[src/sv/dbm_pkg.sv]
// Package for the duplicate block matcher: widths, types and mask helpers.
// Used by dbm_front, dbm_back and duplicate_block_matcher_core.
`timescale 1ns / 1ps
package dbm_pkg;
	localparam int MaxBlocks = 1024;
	localparam int IdxW = 10;
	localparam int CntW = 11;
	localparam int QDepth = 2;

	typedef struct packed {
		logic        first_block;
		logic        last_block;
		logic [63:0] roll_hash;
		logic [63:0] sum_word0;
		logic [63:0] sum_word1;
		logic [63:0] sum_word2;
		logic [63:0] sum_word3;
		logic [63:0] hmask;
		logic [63:0] smask0;
		logic [63:0] smask1;
		logic [63:0] smask2;
		logic [63:0] smask3;
	} job_t;

	typedef struct packed {
		logic           found;
		logic [IdxW-1:0] cur_index;
		logic [IdxW-1:0] same_index;
		logic [IdxW-1:0] match_total;
		logic           store_full;
		logic           is_last;
	} res_t;

	typedef enum logic [2:0] {
		ST_IDLE, ST_SCAN, ST_WAIT, ST_CMP, ST_DONE
	} bstate_t;

	localparam logic CFG_HASH = 1'b0;
	localparam logic CFG_SUM  = 1'b1;

	function automatic logic [63:0] byte_mask(input logic [5:0] n);
		logic [63:0] m;
		m = '0;
		for (int i = 0; i < 8; i++)
			if (6'(i) < n) m[i*8 +: 8] = 8'hff;
		return m;
	endfunction
endpackage

[src/sv/dbm_front.sv]
// Front part: accepts items, clamps the registers into masks, queues jobs.
// Depends on dbm_pkg.
`timescale 1ns / 1ps
module dbm_front (
	input  logic             clk,
	input  logic             arst_n,
	input  logic             cfg_we,
	input  logic             cfg_index,
	input  logic [5:0]       cfg_data,
	input  logic             push,
	output logic             full,
	input  logic             first_block,
	input  logic             last_block,
	input  logic [63:0]      roll_hash,
	input  logic [63:0]      sum_word0,
	input  logic [63:0]      sum_word1,
	input  logic [63:0]      sum_word2,
	input  logic [63:0]      sum_word3,
	output logic             job_valid,
	input  logic             job_take,
	output dbm_pkg::job_t    job
);
	logic [3:0] hash_bytes_q;
	logic [5:0] checksum_bytes_q;
	logic [5:0] hb, cb;
	dbm_pkg::job_t q_q [dbm_pkg::QDepth];
	logic rd_q, wr_q;
	logic [1:0] cnt_q;
	dbm_pkg::job_t nj;
	logic acc;

	always_ff @(posedge clk or negedge arst_n) begin
		if (!arst_n) begin
			hash_bytes_q <= 4'd8;
			checksum_bytes_q <= 6'd16;
		end else if (cfg_we) begin
			if (cfg_index == dbm_pkg::CFG_HASH) hash_bytes_q <= cfg_data[3:0];
			else checksum_bytes_q <= cfg_data;
		end
	end

	always_comb begin
		hb = {2'b0, hash_bytes_q};
		if (hb == 6'd0) hb = 6'd1;
		if (hb > 6'd8) hb = 6'd8;
		cb = checksum_bytes_q;
		if (cb == 6'd0) cb = 6'd1;
		if (cb > 6'd32) cb = 6'd32;
		nj.first_block = first_block;
		nj.last_block = last_block;
		nj.roll_hash = roll_hash;
		nj.sum_word0 = sum_word0;
		nj.sum_word1 = sum_word1;
		nj.sum_word2 = sum_word2;
		nj.sum_word3 = sum_word3;
		nj.hmask = dbm_pkg::byte_mask(hb);
		nj.smask0 = dbm_pkg::byte_mask(cb);
		nj.smask1 = (cb > 6'd8) ? dbm_pkg::byte_mask(cb - 6'd8) : '0;
		nj.smask2 = (cb > 6'd16) ? dbm_pkg::byte_mask(cb - 6'd16) : '0;
		nj.smask3 = (cb > 6'd24) ? dbm_pkg::byte_mask(cb - 6'd24) : '0;
	end

	assign full = (cnt_q == 2'd2);
	assign acc = push && !full;
	assign job_valid = (cnt_q != 2'd0);
	assign job = q_q[rd_q];

	always_ff @(posedge clk) begin
		if (acc) q_q[wr_q] <= nj;
	end

	always_ff @(posedge clk or negedge arst_n) begin
		if (!arst_n) begin
			rd_q <= 1'b0;
			wr_q <= 1'b0;
			cnt_q <= 2'd0;
		end else begin
			if (acc) wr_q <= ~wr_q;
			if (job_take) rd_q <= ~rd_q;
			cnt_q <= cnt_q + 2'(acc) - 2'(job_take);
		end
	end
endmodule

[config.mk]
export PLATFORM = sky130hd
export DESIGN_NAME = dbm_front
export DESIGN_NICKNAME = d
export VERILOG_FILES = /design/src/sv/dbm_pkg.sv /design/src/sv/dbm_front.sv
export SDC_FILE = /design/constraint.sdc
export NUM_CORES = 1
export LEC_CHECK = 0
export BUFFER_PORTS_ARGS = -buffer_cell sky130_fd_sc_hd__clkbuf_2
export CAP_MARGIN = 10
export CORE_AREA = 2 2 380 382
export CTS_BUF_LIST = sky130_fd_sc_hd__clkbuf_4 sky130_fd_sc_hd__clkbuf_8 sky130_fd_sc_hd__clkbuf_16
export DETAILED_ROUTE_END_ITERATION = 7
export DIE_AREA = 0 0 382 384
export PLACE_DENSITY = 0.45
export SYNTH_ARGS = -nofsm -noshare
export SYNTH_HDL_FRONTEND = slang
export SYNTH_SLANG_ARGS = --single-unit
[constraint.sdc]
create_clock -name clk -period 31.5 [get_ports clk]
set_input_delay 4.725 -clock clk [delete_from_list [all_inputs] [get_ports clk]]
set_output_delay 4.725 -clock clk [all_outputs]
set_load 0.03 [all_outputs]
==> results.md <==
- CTS tree: built
- Via count of the routed design: between 15000 and 20000
- Residual DRC: 0
- Root buffer selected by CTS: sky130_fd_sc_hd__clkbuf_16
- Sort of element at the end of the critical path: output pin
- Headroom to the max-slew limit: 23.1%
- Maximum number of pins on one net before global-route repair: 107
- RSZ-0062 raised after global routing: no
- Worst EP arrival: 4560 ps
- Ratio of final minimum period to clock period: 29.5%
- Global routing usage summed across all routing layers: 11.4%
- Count of routing violations after the opening detailed-route iteration: 588
- Final non-filler cell total: 4279
- Total number of nets in the final design: 2638
- Pwr Density: about 110 nW/um^2
- Reg-to-reg setup timing slack: 26540 ps
- Internal Pwr Total: around 2.4 mW
- Required time at the endpoint of the critical path: ~27000 ps
- Total congestion overflow: 0
- Top post-synthesis cells by area: sky130_fd_sc_hd__edfxtp_1, sky130_fd_sc_hd__mux2_1, sky130_fd_sc_hd__buf_4, sky130_fd_sc_hd__dfrtp_1, sky130_fd_sc_hd__buf_2
- Netlist area before placement: 29300 sq um
- Sequential area share after synthesis: 75.5%
- Slew Limit Fails: 0
- Number of hold buffers added after cts: 0
- Insertion delay of the later-clocked pin in the worst-skew pair: between 600 and 700 ps
- FFs w/ async S/R, synth: ~1.9%
- Top cell type by total area after synthesis: sky130_fd_sc_hd__edfxtp_1
- Total power of the final layout: 4.15 mW
- Number of top-level pins: about 980
- Maximum resistive drop on vdd: roughly 0.064 mV
- Met3 layer wire length in the routed design: 5920 um
- Port Buf Inserts: 977
- Transition time at the pin with the least slew margin: 1140 ps
- Die Area: about 150000 sq um
- Count of buffers added by post-CTS timing repair for setup: 0
- Resize count post-CTS: 0
- Clock input transition at the sequential cells of the worst setup and hold paths: around 50 ps
- Num rows: 139
- Reg power frac: 34.1%
- Placed Cells: 4112
- Fraction of post-synthesis cell area in the top cell type by area: 74.3%
- Shortest period the worst path allows: 9290 ps
- Run status: finished, final reports clean
- Number of filler instances in the final layout: 14700
- Max-cap violations: 0
- YS warnings: 0
- Initial Utilization: approximately 21%
- Vias per Instance: about 3.7
- Power share of the combinational group: 41.4%
- Critical path startpoint category: register
- Critical Setup Path Class: register to output pin
- Antenna violations before repair: 27
- Overall die height: 384 um
- Max Freq: approximately 110 MHz
- Most used flip-flop cell after synthesis: sky130_fd_sc_hd__edfxtp_1
- Cell count after synthesis: 1539
- Syn-to-layout area delta: 27.6%
- Syn avg cell area: 19.0 sq um
- DR pass1 iterations: 4
- Number of enable flip-flop cells after synthesis: between 700 and 800
- Routability congestion estimate: 0.776
- Crit path max fanout: 77
- Core area: around 140000 sq um
- Fraction of power spent switching nets: 42.7%
- Average detailed-routed wire length per instance: 20.5 um
- Setup_tns: 0 ps
- Final Hold Viols: 0
- Number of nets with antenna violations after routing: 0
- Number of setup violations in the final report: 0
- Clock Power Share: 24.5%
- Routed met1 length: roughly 33000 um
- Overall routed net length: 87900 um
- Layout cells sized above 1: 48.7%
- Number of distinct library cell variants in the gate-level netlist after synthesis: 45
- CTS H-tree lvls: 3
- Clock sink count: 738
- Worst Hold Class: register to register
- Clock skew after layout: 33.0 ps
- Static leakage power: ~14 nW
- HPWL after DPL: 66000 um
- Wire length of the first global-routing pass: roughly 120000 um
- Via count of the first global-routing pass: ~16000
- Number of synthesized register bits: 738
- Wire length on met2: 46500 um
- Horizontal extent of the die: 382 um
- Total CTS buffers: 87
- Number of buffers between clock root and the deepest sink: 3
- Net load switching power: 1.77 mW
- Highest layer used for signal routing: met5
## metal layers
| layer | vias up | global-route usage (%) |
|---|---|---|
| met5 | - | 0 |
| met4 | 2 | 3.53 |
| met3 | 148 | 3.45 |
| met2 | 628 | 20.9 |
| met1 | 7949 | 12.6 |
| li1 | 7102 | - |
## registers in the layout (all words and copies together) (netlist names)
signal / cells
rd_q: 1
q_q: 724
cnt_q: 2
wr_q: 1
hash_bytes_q: 4
checksum_bytes_q: 6
## worst max-delay path, cell delays in order, from the launching register on
cell,delay [ps]
sky130_fd_sc_hd__dfrtp_4,980
sky130_fd_sc_hd__buf_4,570
sky130_fd_sc_hd__buf_4,720
sky130_fd_sc_hd__buf_4,850
sky130_fd_sc_hd__mux2_1,390
sky130_fd_sc_hd__clkbuf_2,190
## Yosys cell counts (all sizes together), types with 6 or more instances
master / number
a21o: 6
a21oi: 9
buf: 318
clkbuf: 10
dfrtp: 12
edfxtp: 724
ha: 6
inv: 11
mux2: 372
nand2: 8
o21bai: 8
## area by class of cell
class	count	area, sq um	share of cell area, %
diodes	8	20.0	0.0536
clock buffers	104	2320	6.21
clock inverters	55	623	1.67
inverters	11	41.3	0.110
multi-input cells	465	4850	13.0
flip-flops and latches	738	22100	59.1
well taps	1903	2380	6.37
repair buffers	995	5040	13.5
## path summary, 6_finish.rpt
kind                          start           to  cells after the start
max                            rd_q     job[383]                      5
min                        cnt_q[1]     cnt_q[1]                      1
max reg2reg                cnt_q[1]  q_q[1][438]                      6
min reg2reg                cnt_q[1]     cnt_q[1]                      1
max in group asynchronous    arst_n         rd_q                      1
min in group asynchronous    arst_n         wr_q                      1
## power by group through the flow
stage | Combinational, mW | Clock (mW) | Sequential (mW)
5_1_grt | 1.82 | 1.10 | 1.44
3_3_place_gp | 1.77 | 0 | 1.44
4_1_cts | 1.77 | 1.06 | 1.42
3_5_place_dp | 1.76 | 0 | 1.44
2_1_floorplan | 1.40 | 0 | 1.52
6_report | 1.72 | 1.02 | 1.42
## per-stage QoR
| stage | utilization, % | hold slack, ps | cell area [sq um] | setup WS [ps] |
|---|---|---|---|---|
| after floorplan | - | 460 | 29300 | 10610 |
| after global placement | 24.1 | 484 | 34400 | 22120 |
| final | 26.2 | 497 | 37400 | 22220 |
| after global routing | 26.2 | 545 | 37400 | 21820 |
| after CTS | 26.2 | 503 | 37300 | 21970 |
| after detailed placement | 24.1 | 492 | 34400 | 22110 |
## logic make-up after synthesis
logic type      count (synthesis)  share of synthesized area (%)
compound gates                 36                          0.910
flops                         738                           75.5
other cells                     1                         0.0128
mux                           372                           14.3
simple gates                   42                          0.833
fa+ha+maj                       6                          0.256
buf+inv                       339                           8.06
xor+xnor                        5                          0.150
## placed cells by master, fill, tap and decap left out, types with 3 or more instances in the layout
cell type	instances
sky130_fd_sc_hd__clkinv_2	12
sky130_fd_sc_hd__clkbuf_4	16
sky130_fd_sc_hd__nor2_1	4
sky130_fd_sc_hd__diode_2	8
sky130_fd_sc_hd__xnor2_1	3
sky130_fd_sc_hd__a21o_1	6
sky130_fd_sc_hd__conb_1	4
sky130_fd_sc_hd__o21bai_1	8
sky130_fd_sc_hd__a21oi_1	9
sky130_fd_sc_hd__dfrtp_1	11
sky130_fd_sc_hd__clkinv_1	19
sky130_fd_sc_hd__clkbuf_2	977
sky130_fd_sc_hd__inv_2	6
sky130_fd_sc_hd__nand2_1	8
sky130_fd_sc_hd__bufinv_16	10
sky130_fd_sc_hd__clkinv_4	4
sky130_fd_sc_hd__or2_1	4
sky130_fd_sc_hd__clkbuf_16	88
sky130_fd_sc_hd__clkinvlp_4	3
sky130_fd_sc_hd__nand2b_1	5
sky130_fd_sc_hd__buf_4	17
sky130_fd_sc_hd__ha_1	6
sky130_fd_sc_hd__edfxtp_1	724
sky130_fd_sc_hd__nor3_1	4
sky130_fd_sc_hd__mux2_1	370
sky130_fd_sc_hd__inv_1	5
sky130_fd_sc_hd__nor4_1	3
Power figures use the tool's default switching activity.
